## src/rtl/core/swtm_pkg.sv

```systemverilog
// swtm_pkg: shared types and constants for the sliding-window trimmed mean.
// No dependencies.
`timescale 1ns / 1ps
`default_nettype none
package swtm_pkg;
    localparam int WINDOW_MAX_DEF  = 32;
    localparam int SAMPLE_BITS_DEF = 16;
    localparam int LEN_BITS  = 6;
    localparam int TRIM_BITS = 4;
    localparam int MEAN_BITS = 16;
    localparam logic [LEN_BITS-1:0]  LEN_RESET  = 6'd3;
    localparam logic [TRIM_BITS-1:0] TRIM_RESET = 4'd1;

    typedef enum logic [0:0] {
        REG_WINDOW_LENGTH = 1'b0,
        REG_TRIM_COUNT    = 1'b1
    } reg_index_t;

    typedef enum logic [2:0] {
        WS_IDLE,
        WS_SCAN,
        WS_REMOVE,
        WS_INSERT,
        WS_TRIM,
        WS_HAND
    } win_state_t;

    typedef enum logic [1:0] {
        DV_IDLE,
        DV_RUN,
        DV_DONE
    } div_state_t;
endpackage
`default_nettype wire

```

## src/rtl/core/swtm_window.sv

```systemverilog
// swtm_window: front part; keeps the ring and the sorted window, the running
// totals, and hands one division job per sample. Depends on swtm_pkg.
`timescale 1ns / 1ps
`default_nettype none
module swtm_window #(
    parameter int WINDOW_MAX  = swtm_pkg::WINDOW_MAX_DEF,
    parameter int SAMPLE_BITS = swtm_pkg::SAMPLE_BITS_DEF,
    parameter int SUM_BITS    = SAMPLE_BITS + $clog2(WINDOW_MAX + 1)
) (
    input  wire logic                          clk,
    input  wire logic                          rst_n,
    input  wire logic                          clear,
    input  wire logic [swtm_pkg::LEN_BITS-1:0] len_cfg,
    input  wire logic [swtm_pkg::TRIM_BITS-1:0] trim_cfg,
    input  wire logic                          in_valid,
    output logic                               in_ready,
    input  wire logic [SAMPLE_BITS-1:0]        in_sample,
    output logic                               job_valid,
    input  wire logic                          job_ready,
    output logic                               job_ok,
    output logic [SUM_BITS-1:0]                job_num,
    output logic [swtm_pkg::LEN_BITS-1:0]      job_den
);
    import swtm_pkg::*;
    localparam int IDX_BITS = $clog2(WINDOW_MAX);
    localparam int CNT_BITS = $clog2(WINDOW_MAX + 1);
    localparam int EL_BITS  = (CNT_BITS > LEN_BITS) ? CNT_BITS : LEN_BITS;

    logic [SAMPLE_BITS-1:0] ring_mem [WINDOW_MAX];
    logic [SAMPLE_BITS-1:0] sort_reg [WINDOW_MAX];

    win_state_t             state_reg, state_next;
    logic [CNT_BITS-1:0]    fill_reg, fill_next;
    logic [IDX_BITS-1:0]    head_reg, head_next;
    logic [SUM_BITS-1:0]    total_reg, total_next;
    logic [SUM_BITS-1:0]    trim_sum_reg, trim_sum_next;
    logic [SAMPLE_BITS-1:0] samp_reg;
    logic [SAMPLE_BITS-1:0] old_reg;
    logic [CNT_BITS-1:0]    pos_reg, pos_next;
    logic [TRIM_BITS-1:0]   ti_reg, ti_next;
    logic                   full_reg, full_next;
    logic [EL_BITS-1:0]     len_eff;
    logic [EL_BITS-1:0]     two_k;
    logic [IDX_BITS-1:0]    slot;
    logic [EL_BITS:0]       slot_sum;
    logic [CNT_BITS-1:0]    rm_pos;
    logic [CNT_BITS-1:0]    ins_pos;
    logic [CNT_BITS-1:0]    base_cnt;

    assign len_eff = (EL_BITS'(len_cfg) > EL_BITS'(WINDOW_MAX)) ? EL_BITS'(WINDOW_MAX)
                                                                 : EL_BITS'(len_cfg);
    assign two_k = EL_BITS'({trim_cfg, 1'b0});
    assign in_ready = (state_reg == WS_IDLE);
    assign slot_sum = (EL_BITS + 1)'(head_reg) + (EL_BITS + 1)'(fill_reg);
    assign slot = (slot_sum >= (EL_BITS + 1)'(len_eff))
                  ? IDX_BITS'(slot_sum - (EL_BITS + 1)'(len_eff)) : IDX_BITS'(slot_sum);

    // first matching entry for removal, insertion point after removal
    always_comb
    begin
        rm_pos = CNT_BITS'(0);
        for (int i = WINDOW_MAX - 1; i >= 0; i--)
        begin
            if (CNT_BITS'(i) < fill_reg && sort_reg[i] == old_reg)
            begin
                rm_pos = CNT_BITS'(i);
            end
        end
    end

    assign base_cnt = full_reg ? CNT_BITS'(fill_reg - 1'b1) : fill_reg;
    always_comb
    begin
        ins_pos = base_cnt;
        for (int i = WINDOW_MAX - 1; i >= 0; i--)
        begin
            if (CNT_BITS'(i) < base_cnt && sort_reg[i] > samp_reg)
            begin
                ins_pos = CNT_BITS'(i);
            end
        end
    end

    always_comb
    begin
        state_next    = state_reg;
        fill_next     = fill_reg;
        head_next     = head_reg;
        total_next    = total_reg;
        trim_sum_next = trim_sum_reg;
        pos_next      = pos_reg;
        ti_next       = ti_reg;
        full_next     = full_reg;
        job_valid     = 1'b0;
        unique case (state_reg)
            WS_IDLE:
            begin
                if (in_valid && len_eff != '0)
                begin
                    full_next = (EL_BITS'(fill_reg) >= len_eff);
                    state_next = WS_SCAN;
                end
                else if (in_valid)
                begin
                    state_next = WS_HAND;
                    trim_sum_next = '0;
                end
            end
            WS_SCAN:
            begin
                if (full_reg)
                begin
                    pos_next = rm_pos;
                    total_next = total_reg - SUM_BITS'(old_reg) + SUM_BITS'(samp_reg);
                    state_next = WS_REMOVE;
                end
                else
                begin
                    total_next = total_reg + SUM_BITS'(samp_reg);
                    state_next = WS_INSERT;
                end
            end
            WS_REMOVE:
            begin
                state_next = WS_INSERT;
            end
            WS_INSERT:
            begin
                if (!full_reg)
                begin
                    fill_next = fill_reg + 1'b1;
                end
                trim_sum_next = '0;
                ti_next = '0;
                state_next = WS_TRIM;
            end
            WS_TRIM:
            begin
                if (ti_reg == trim_cfg || EL_BITS'(fill_reg) <= two_k)
                begin
                    if (EL_BITS'(fill_reg) <= two_k)
                    begin
                        trim_sum_next = '0;
                    end
                    state_next = WS_HAND;
                end
                else
                begin
                    trim_sum_next = trim_sum_reg
                        + SUM_BITS'(sort_reg[IDX_BITS'(ti_reg)])
                        + SUM_BITS'(sort_reg[IDX_BITS'(fill_reg - 1'b1 - CNT_BITS'(ti_reg))]);
                    ti_next = ti_reg + 1'b1;
                end
            end
            WS_HAND:
            begin
                job_valid = 1'b1;
                if (job_ready)
                begin
                    state_next = WS_IDLE;
                end
            end
            default:
            begin
                state_next = WS_IDLE;
            end
        endcase
    end

    always_comb
    begin
        job_ok  = (len_eff != '0) && (EL_BITS'(fill_reg) == len_eff) && (two_k < len_eff);
        job_num = total_reg - trim_sum_reg;
        job_den = LEN_BITS'(len_eff - two_k);
    end

    always_ff @(posedge clk or negedge rst_n)
    begin
        if (!rst_n)
        begin
            state_reg    <= WS_IDLE;
            fill_reg     <= '0;
            head_reg     <= '0;
            total_reg    <= '0;
            trim_sum_reg <= '0;
            pos_reg      <= '0;
            ti_reg       <= '0;
            full_reg     <= 1'b0;
        end
        else if (clear)
        begin
            fill_reg     <= '0;
            head_reg     <= '0;
            total_reg    <= '0;
            trim_sum_reg <= '0;
        end
        else
        begin
            state_reg    <= state_next;
            fill_reg     <= fill_next;
            total_reg    <= total_next;
            trim_sum_reg <= trim_sum_next;
            pos_reg      <= pos_next;
            ti_reg       <= ti_next;
            full_reg     <= full_next;
            if (state_reg == WS_SCAN && full_reg)
            begin
                head_reg <= (EL_BITS'(head_reg) + 1'b1 >= len_eff) ? '0 : head_reg + 1'b1;
            end
        end
    end

    // payload: sample capture, ring and sorted window
    always_ff @(posedge clk)
    begin
        if (state_reg == WS_IDLE && in_valid)
        begin
            samp_reg <= in_sample;
            old_reg  <= ring_mem[head_reg];
        end
        if (state_reg == WS_SCAN)
        begin
            ring_mem[full_reg ? head_reg : slot] <= samp_reg;
        end
        if (state_reg == WS_REMOVE)
        begin
            for (int i = 0; i < WINDOW_MAX - 1; i++)
            begin
                if (CNT_BITS'(i) >= pos_reg && CNT_BITS'(i + 1) < fill_reg)
                begin
                    sort_reg[i] <= sort_reg[i + 1];
                end
            end
        end
        if (state_reg == WS_INSERT)
        begin
            for (int i = 1; i < WINDOW_MAX; i++)
            begin
                if (CNT_BITS'(i) > ins_pos && CNT_BITS'(i) <= base_cnt)
                begin
                    sort_reg[i] <= sort_reg[i - 1];
                end
            end
            sort_reg[IDX_BITS'(ins_pos)] <= samp_reg;
        end
    end

    a_fill_bound: assert property (@(posedge clk) disable iff (!rst_n)
        EL_BITS'(fill_reg) <= EL_BITS'(WINDOW_MAX))
        else $error("fill count beyond window");
    a_hand_held: assert property (@(posedge clk) disable iff (!rst_n)
        job_valid && !job_ready && !clear |=> job_valid)
        else $error("job dropped");
    a_busy_ready: assert property (@(posedge clk) disable iff (!rst_n)
        job_valid |-> !in_ready)
        else $error("accept while handing job");
endmodule
`default_nettype wire

```

## src/rtl/core/swtm_divider.sv

```systemverilog
// swtm_divider: back part; restoring divider one quotient bit per cycle and
// one-entry result register. Depends on swtm_pkg.
`timescale 1ns / 1ps
`default_nettype none
module swtm_divider #(
    parameter int SUM_BITS = 21
) (
    input  wire logic                          clk,
    input  wire logic                          rst_n,
    input  wire logic                          job_valid,
    output logic                               job_ready,
    input  wire logic                          job_ok,
    input  wire logic [SUM_BITS-1:0]           job_num,
    input  wire logic [swtm_pkg::LEN_BITS-1:0] job_den,
    output logic                               empty,
    input  wire logic                          pop,
    output logic                               mean_valid,
    output logic [swtm_pkg::MEAN_BITS-1:0]     trimmed_mean
);
    import swtm_pkg::*;
    localparam int CNT_W = $clog2(SUM_BITS + 1);

    div_state_t             state_reg, state_next;
    logic [SUM_BITS-1:0]    quo_reg;
    logic [LEN_BITS:0]      rem_reg;
    logic [LEN_BITS-1:0]    den_reg;
    logic                   ok_reg;
    logic [CNT_W-1:0]       cnt_reg;
    logic [LEN_BITS:0]      trial;

    assign trial = {rem_reg[LEN_BITS-1:0], quo_reg[SUM_BITS-1]};
    assign job_ready = (state_reg == DV_IDLE);
    assign empty = (state_reg != DV_DONE);
    assign mean_valid = ok_reg;
    assign trimmed_mean = ok_reg ? MEAN_BITS'(quo_reg) : '0;

    always_comb
    begin
        state_next = state_reg;
        unique case (state_reg)
            DV_IDLE: if (job_valid) state_next = DV_RUN;
            DV_RUN:  if (cnt_reg == CNT_W'(1)) state_next = DV_DONE;
            DV_DONE: if (pop) state_next = DV_IDLE;
            default: state_next = DV_IDLE;
        endcase
    end

    always_ff @(posedge clk or negedge rst_n)
    begin
        if (!rst_n)
        begin
            state_reg <= DV_IDLE;
            cnt_reg   <= '0;
        end
        else
        begin
            state_reg <= state_next;
            if (state_reg == DV_IDLE && job_valid)
            begin
                cnt_reg <= CNT_W'(SUM_BITS);
            end
            else if (state_reg == DV_RUN)
            begin
                cnt_reg <= cnt_reg - 1'b1;
            end
        end
    end

    always_ff @(posedge clk)
    begin
        if (state_reg == DV_IDLE && job_valid)
        begin
            quo_reg <= job_num;
            rem_reg <= '0;
            den_reg <= job_den;
            ok_reg  <= job_ok;
        end
        else if (state_reg == DV_RUN)
        begin
            if (trial >= {1'b0, den_reg})
            begin
                rem_reg <= trial - {1'b0, den_reg};
                quo_reg <= {quo_reg[SUM_BITS-2:0], 1'b1};
            end
            else
            begin
                rem_reg <= trial;
                quo_reg <= {quo_reg[SUM_BITS-2:0], 1'b0};
            end
        end
    end

    a_run_len: assert property (@(posedge clk) disable iff (!rst_n)
        state_reg == DV_RUN |-> cnt_reg != '0)
        else $error("divider count underflow");
    a_take_job: assert property (@(posedge clk) disable iff (!rst_n)
        job_valid && job_ready |=> state_reg == DV_RUN)
        else $error("job not started");
    a_hold_result: assert property (@(posedge clk) disable iff (!rst_n)
        !empty && !pop |=> !empty && $stable(trimmed_mean))
        else $error("result changed while waiting");
endmodule
`default_nettype wire

```

## src/rtl/core/sliding_window_trimmed_mean.sv

```systemverilog
// Top level: config registers, window front part and divider back part.
// Depends on swtm_pkg, swtm_window, swtm_divider.
//   channel   | signals                          | request
//   input     | push, full, sample               | one sample
//   result    | empty, pop, mean_valid, trimmed_mean | one mean
//   config    | cfg_we, cfg_index, cfg_data      | register write
// An item passes the window part through the scan, remove (only when full),
// insert, trim and hand-off states, then the serial divider, which holds its
// result until pop; the divider sets the rate.
// The window part takes the next sample while the divider works.
// Reset clears the window; a config write empties it as well.
`timescale 1ns / 1ps
`default_nettype none
module sliding_window_trimmed_mean #(
    parameter int WINDOW_MAX  = swtm_pkg::WINDOW_MAX_DEF,
    parameter int SAMPLE_BITS = swtm_pkg::SAMPLE_BITS_DEF
) (
    input  wire logic                           clk,
    input  wire logic                           rst_n,
    input  wire logic                           push,
    output logic                                full,
    input  wire logic [SAMPLE_BITS-1:0]         sample,
    output logic                                empty,
    input  wire logic                           pop,
    output logic                                mean_valid,
    output logic [swtm_pkg::MEAN_BITS-1:0]      trimmed_mean,
    input  wire logic                           cfg_we,
    input  wire logic                           cfg_index,
    input  wire logic [swtm_pkg::LEN_BITS-1:0]  cfg_data
);
    import swtm_pkg::*;
    localparam int SUM_BITS = SAMPLE_BITS + $clog2(WINDOW_MAX + 1);

    logic [LEN_BITS-1:0]  len_reg;
    logic [TRIM_BITS-1:0] trim_reg;
    logic                 in_ready;
    logic                 job_valid, job_ready, job_ok;
    logic [SUM_BITS-1:0]  job_num;
    logic [LEN_BITS-1:0]  job_den;

    assign full = !in_ready;

    always_ff @(posedge clk or negedge rst_n)
    begin
        if (!rst_n)
        begin
            len_reg  <= LEN_RESET;
            trim_reg <= TRIM_RESET;
        end
        else if (cfg_we)
        begin
            unique case (reg_index_t'(cfg_index))
                REG_WINDOW_LENGTH: len_reg  <= cfg_data;
                REG_TRIM_COUNT:    trim_reg <= cfg_data[TRIM_BITS-1:0];
                default:           len_reg  <= len_reg;
            endcase
        end
    end

    swtm_window #(
        .WINDOW_MAX  (WINDOW_MAX),
        .SAMPLE_BITS (SAMPLE_BITS),
        .SUM_BITS    (SUM_BITS)
    ) u_window (
        .clk       (clk),
        .rst_n     (rst_n),
        .clear     (cfg_we),
        .len_cfg   (len_reg),
        .trim_cfg  (trim_reg),
        .in_valid  (push),
        .in_ready  (in_ready),
        .in_sample (sample),
        .job_valid (job_valid),
        .job_ready (job_ready),
        .job_ok    (job_ok),
        .job_num   (job_num),
        .job_den   (job_den)
    );

    swtm_divider #(
        .SUM_BITS (SUM_BITS)
    ) u_divider (
        .clk          (clk),
        .rst_n        (rst_n),
        .job_valid    (job_valid),
        .job_ready    (job_ready),
        .job_ok       (job_ok),
        .job_num      (job_num),
        .job_den      (job_den),
        .empty        (empty),
        .pop          (pop),
        .mean_valid   (mean_valid),
        .trimmed_mean (trimmed_mean)
    );
endmodule
`default_nettype wire
```

## config.mk

```make
export PLATFORM = sky130hd
export DESIGN_NAME = sliding_window_trimmed_mean
export DESIGN_NICKNAME = d
export VERILOG_FILES = /design/src/rtl/core/swtm_pkg.sv /design/src/rtl/core/swtm_window.sv /design/src/rtl/core/swtm_divider.sv /design/src/rtl/core/sliding_window_trimmed_mean.sv
export SDC_FILE = /design/constraint.sdc
export NUM_CORES = 2
export LEC_CHECK = 0
export BUFFER_PORTS_ARGS = -buffer_cell sky130_fd_sc_hd__buf_2
export CAP_MARGIN = 20
export CORE_MARGIN = 1.5
export CORE_UTILIZATION = 60
export DETAILED_ROUTE_END_ITERATION = 6
export PLACE_DENSITY = 0.76
export SETUP_SLACK_MARGIN = 0.05
export SKIP_CTS_REPAIR_TIMING = 1
export SLEW_MARGIN = 30
export SYNTH_ARGS = -nofsm -noshare
export SYNTH_HDL_FRONTEND = slang
export SYNTH_SLANG_ARGS = --single-unit
```

## constraint.sdc

```tcl
create_clock -name clk -period 9.1 [get_ports clk]
set_clock_uncertainty 0.2 [all_clocks]
set_input_delay 0.91 -clock clk [delete_from_list [all_inputs] [get_ports clk]]
set_output_delay 0.91 -clock clk [all_outputs]
set_load 0.05 [all_outputs]
```

* Word level (Yosys, flattened, before mapping)
Memory sizes are Yosys's and may differ from the RTL's. A register that Yosys moved wholly into a read port is not among the register bits.
Index checks and enable logic that the tools add are counted.
** Word-level totals
- Register bits after elaboration :: 137
- Bits in latches :: 0
- Memory bits (writable) :: 1024
- ROM bits :: 0
- Input port bits :: 28
- Output and inout bits :: 19
- Word-level logic and storage cells :: 797
- Memories :: 2
** Cells by class
- $add $sub $neg :: 17
- Multipliers :: 0
- Div/mod/pow operators :: 0
- Magnitude comparators :: 196
- Equality and inequality tests :: 54
- Shifts and indexed selects :: 0
- Multiplexer cells :: 326
- Bitwise operators :: 32
- Reductions and logical operators :: 153
** Memory list
- u_window.ring_mem :: depth 32, width 16, read ports 1, clocked after memory_dff 1, write ports 1, line swtm_window.sv:29 : logic [SAMPLE_BITS-1:0] ring_mem [WINDOW_MAX];
- u_window.sort_reg :: depth 32, width 16, read ports 34, clocked after memory_dff 0, write ports 32, line swtm_window.sv:30 : logic [SAMPLE_BITS-1:0] sort_reg [WINDOW_MAX];
** Operators by type and width (count)
- equality test 16 bit :: 32
- greater-than comparator 16 bit :: 32
- 2-to-1 mux 16 bit :: 32
- 2-to-1 mux 6 bit :: 69
- 2-to-1 mux 22 bit :: 10
- 2-to-1 mux 1 bit :: 194
- less-than comparator 5 x 6 -> 1 bit (first input constant) :: 32
- logical AND 1 bit :: 132
- greater-than comparator 5 x 6 -> 1 bit (first input constant) :: 16
- less-or-equal comparator 5 x 6 -> 1 bit (first input constant) :: 16
- less-than comparator 4 x 6 -> 1 bit (first input constant) :: 16
- >= comparator 5 x 6 -> 1 bit (first input constant) :: 15
- adder 22 x 16 -> 22 bit :: 4
- case mux 22 bit (3 select lines) :: 1
- >= comparator 4 x 6 -> 1 bit (first input constant) :: 8
- greater-than comparator 4 x 6 -> 1 bit (first input constant) :: 8
- less-or-equal comparator 4 x 6 -> 1 bit (first input constant) :: 8
- less-than comparator 3 x 6 -> 1 bit (first input constant) :: 8
- 2-to-1 mux 5 bit :: 9
- OR 1 bit :: 30
- >= comparator 3 x 6 -> 1 bit (first input constant) :: 4
- greater-than comparator 3 x 6 -> 1 bit (first input constant) :: 4
- less-or-equal comparator 3 x 6 -> 1 bit (first input constant) :: 4
- less-than comparator 1 x 6 -> 1 bit (first input constant) :: 4
- other kinds (56) :: 90

* Depth between registers and ports, before layout
- Depth after elaboration :: 43
- Depth in mapped cells :: 30
- Mapped depth without buffers :: 27

* Modules after synthesis
From an unflattened synthesis, not the netlist that was laid out.
** Second synthesis, totals
- Cell total of the unflattened synthesis :: 7753
- Area, all modules :: 85919.9 um2
** Modules (own cells, without submodules)
- swtm_window :: instances 1, cells each 7512, area each 83363.7 um2, sequential area each 33412.0 um2
- swtm_divider :: instances 1, cells each 217, area each 2154.6 um2, sequential area each 1166.1 um2
- sliding_window_trimmed_mean :: instances 1, cells each 24, area each 401.6 um2, sequential area each 254.0 um2

* Least setup slack after synthesis
No wires, ideal clock.
- Path kind :: register to register
- Start :: register u_window.samp_reg[7]
- End :: memory u_window.sort_reg[29][0] (netlist name) (enable)
- Setup time :: 447 ps
- Arrival :: 7114 ps
- Required time :: 8453 ps
- Setup slack :: 1339 ps
- Stages on the path, launching flop included :: 18
- Path buffers :: 3
- Clock period less this slack :: 7761 ps
- Cells stage by stage :: edfxtp_1 -> inv_1 -> clkbuf_1 -> ha_1 -> a21oi_1 -> o21ai_0 -> a221o_1 -> a2111oi_0 -> o31ai_1 -> a2111oi_0 -> o211ai_1 -> a31oi_4 -> nor2_2 -> buf_4 -> buf_2 -> nand2_1 -> a21oi_1 -> o311ai_0
** RTL lines
- start: declaration :: line swtm_window.sv:37 : logic [SAMPLE_BITS-1:0] samp_reg;
- start signal: assignment :: line swtm_window.sv:218 : samp_reg <= in_sample;
- end: declaration :: line swtm_window.sv:30

* Worst setup path in the final report
- Start :: register u_window.fill_reg[1]
- End :: register u_window.trim_sum_reg[21]
** Between the ends
- Longest elaborated chain between the ends :: 7
- Elaborated cells on any way between the ends :: 11
- Classes of those cells :: 3 x add/sub; 1 x order compare; 1 x eq/ne; 3 x mux; 2 x reduce/logical; 1 x memory
** RTL lines
- start: declaration :: line swtm_window.sv:33 : logic [CNT_BITS-1:0] fill_reg, fill_next;
- start signal: assignment :: line swtm_window.sv:200 : fill_reg <= fill_next;
- subtractor 6 x 1 -> 6 bit
- subtractor 5 x 4 -> 5 bit :: line swtm_window.sv:151 : + SUM_BITS'(sort_reg[IDX_BITS'(fill_reg - 1'b1 - CNT_BITS'(ti_reg))]);
- memory (32 x 16 bit)
- adder 22 x 16 -> 22 bit :: line swtm_window.sv:151
- 2-to-1 mux 22 bit :: line swtm_window.sv:139 : if (ti_reg == trim_cfg || EL_BITS'(fill_reg) <= two_k)
- case mux 22 bit (3 select lines) :: line swtm_window.sv:95 : unique case (state_reg)
- 2-to-1 mux 22 bit :: line swtm_window.sv:190 : else if (clear)
- end signal: assignment :: line swtm_window.sv:202 : trim_sum_reg <= trim_sum_next;
- end: declaration :: line swtm_window.sv:36 : logic [SUM_BITS-1:0] trim_sum_reg, trim_sum_next;
Parallel ways exist; a longest one is shown, timed or not.
A chain may end at the register's enable or synchronous reset.

==> impl_results.md <==
* Hold path depth at 1
* Worst slew margin at about 18%
* Sequential-to-total area share from yosys stat at ~41%
* Pleak at 35.3 nW
* Final ANT Viol Nets at 0
* Clock Sink Count at approximately 1200
* Cell Area, Synth at 0.0859 sq mm
* CP max FO at 32
* Post-Syn Instances at 7721
* Synth top area cells: edfxtp_1, mux2i_1, ha_1
* Port Buffers at 46
* Number of synthesized flops with an enable pin at approximately 1100
* CP Launch Type: flip-flop
* Status: complete, no violations
* GP Congestion at 1.14
* Initial Util at 60.6%
* Top cell type's share of synthesized area at 37.9%
* Hold Violations, Final at 0
* Yosys reg bits at 1176
* Post-Syn Nets at 8428
* Share of layout cells above drive strength 1 at 13.0%
* Grt met2 use at a little over two thirds
* Worst skew pair latency at 0.84 ns
* Max Buffers Root-to-Sink at 3
* Crit path required time at ~9.6 ns
* Die area at 0.145 sq mm
* Hold slack at 0.0483 ns
* CTS buffer count at 134
* Terminating pin of the worst hold path: u_window.samp_reg[8]
* Overflow after GRT at 0
* RR Startpoint: u_window.fill_reg[1]
* Ports at 47
* Post-synth ARST share at 7.23%
* Reg2reg setup slack at approximately 1.2 ns
* Final setup violation count at 0
* Core Region at 0.142 sq mm
* Pin count of the biggest net entering global routing at 108
* Most frequent cell after synthesis: edfxtp_1
* Fin crit period at about 8 ns
* Setup TNS at 0 ns
* Drt wl/cell at between 30 and 40 microns
* PD cells at 344 mW/mm^2
* WL final at 379000 microns
* DRT iter0 DRCs at 11999
* Syn avg cell area at 11.1 sq um
* Yosys warning total at 0
* Die height at 381 microns
* Htree depth at 4
* DPL Wire Length at roughly 270000 microns
* Netlist cell types at 116
* Met1 global-route usage at 64.9%
* DR DRC count at 0
* Capturing point of the worst reg2reg path: u_window.trim_sum_reg[21]
* DR vias at between 70000 and 80000
* HP Start: sample[8]
* Worst r2r path cells at 25
* Num rows at between 100 and 150
* Arrival @ worst endpoint at about 8.4 ns
* TritonCTS clock tree: built
* Worst Tran Pin Value at 1.22 ns
* Achievable frequency at 0.127 GHz
* WS Path Type: reg -> reg
* Max VDD drop at 0.244 mV
* GR met3 Demand/Resource at 21.5%
* Die Wd at 381 microns
* DRT Pass-1 Iters at 7
* Setup crit end kind: flip-flop
* Root Buffer: clkbuf_16
* GR peak layer: met2
* Worst hold path class: in -> reg
* # Max-Cap Violations at 0
* Clk pin slew, worst setup/hold paths at 0.06 ns
* Synth Flop Type: edfxtp_1
* Via density at 7.68
* Number of global-route vias before repair at between 70000 and 80000
* Antenna violations before repair at 34
* Slew Limit Fails at 0
* Area grow syn2layout at 9.69%
* Total GRT Usage at about half
* Layout net count at 8475
* Unrepaired setup endpoints after global routing: false
* First-pass GRT wire length at 529000 microns
* Area leader, netlist: edfxtp_1
* Top cell types by occurrence after synthesis: edfxtp_1, mux2i_1, ha_1
* Period utilization at 86.4%
[cells in the final DEF, fill, tap and decap left out, types with 88 or more instances in the layout]
cell and instances:
nor2_1 314, nor4_1 96, o221ai_1 88, buf_4 302, inv_1 198, nand2_1 517
o21ai_0 309, a21o_1 106, nand4_1 186, nor3_1 170, nand3_1 223, xnor2_1 314
ha_1 638, edfxtp_1 1085, o211ai_1 142, a21oi_1 387, mux2i_1 885, mux4_2 224
xor2_1 297, clkbuf_16 138
[area by class of cell]
class	count	area (sq um)
sequential	1176	34800
inverter	219	822
antenna	16	40.0
clock buffer	168	3620
clock inverter	76	858
timing repair buffer	374	2910
tap	1890	2360
multi-input combinational	5863	48800
fill	10626	47500
[through the flow]
stage               setup WS [ns]  power, mW  instance area (sq um)  std cells  utilization [%]
detailed placement           1.53       25.7                  89600       9518             63.2
global placement             1.48       25.4                  89500       9509             63.1
floorplan                    1.34       19.3                  85900       7721                -
finish                       1.24       32.4                  94200       9782             66.5
global route                0.966       33.2                  94200       9769             66.5
CTS                          1.52       31.3                  94100       9762             66.4
[how the worst max path moves through the flow]
stage / start / cells after the start / end
6_report: u_window.fill_reg[1] / 25 / u_window.trim_sum_reg[21]
5_1_grt: u_window.fill_reg[1] / 25 / u_window.trim_sum_reg[21]
4_1_cts: u_window.fill_reg[1] / 25 / u_window.trim_sum_reg[21]
3_5_place_dp: u_window.fill_reg[1] / 25 / u_window.trim_sum_reg[21]
3_3_place_gp: u_window.samp_reg[9] / 18 / u_window.sort_reg[20][15]
2_1_floorplan: u_window.samp_reg[7] / 17 / u_window.sort_reg[29][0]
[power by group]
group          switching [mW]  total, mW  internal, mW  leakage (nW)
clock                    2.48       5.59          3.12          2.13
combinational            11.1       17.4          6.24          22.1
sequential               2.03       9.41          7.37          11.0
[layer usage]
layer  wire [microns]  share of wire [%]
met2           151000                 40
met4            33300                8.8
met3            62000                 16
met5              391               0.10
met1           132000                 35
[cell families (layout without fill, tap and decap cells)]
family	after synthesis	count (layout)	share of synthesized area (%)
DFF	1176	1176	40.5
muxes	1189	1189	17.2
adders and majority gates	679	679	10.2
buffers and inverters	682	837	3.15
and+or+nand+nor	1865	1865	10.9
xor gates and xnor gates	615	615	6.27
other	0	16	0
AOI/OAI and AO/OA	1515	1515	11.7
[worst max-delay path: stages (launching register included)]
cell	delay, ns
dfrtp_1	0.37
inv_1	0.22
ha_1	0.72
xnor2_1	0.27
inv_1	0.10
ha_1	0.48
xor2_4	0.49
buf_4	0.46
o21ai_0	0.54
o21ai_0	0.30
o21ai_0	0.15
fa_1	0.42
ha_1	0.22
fa_1	0.41
a21o_1	0.19
a21oi_1	0.24
o21bai_1	0.14
a21oi_1	0.29
o21bai_1	0.15
a211oi_1	0.40
o31ai_1	0.15
a21oi_1	0.25
nor2b_1	0.12
o2111ai_1	0.22
xor2_1	0.17
nor2_1	0.06
Note: power is estimated with default switching activity, not from simulation.
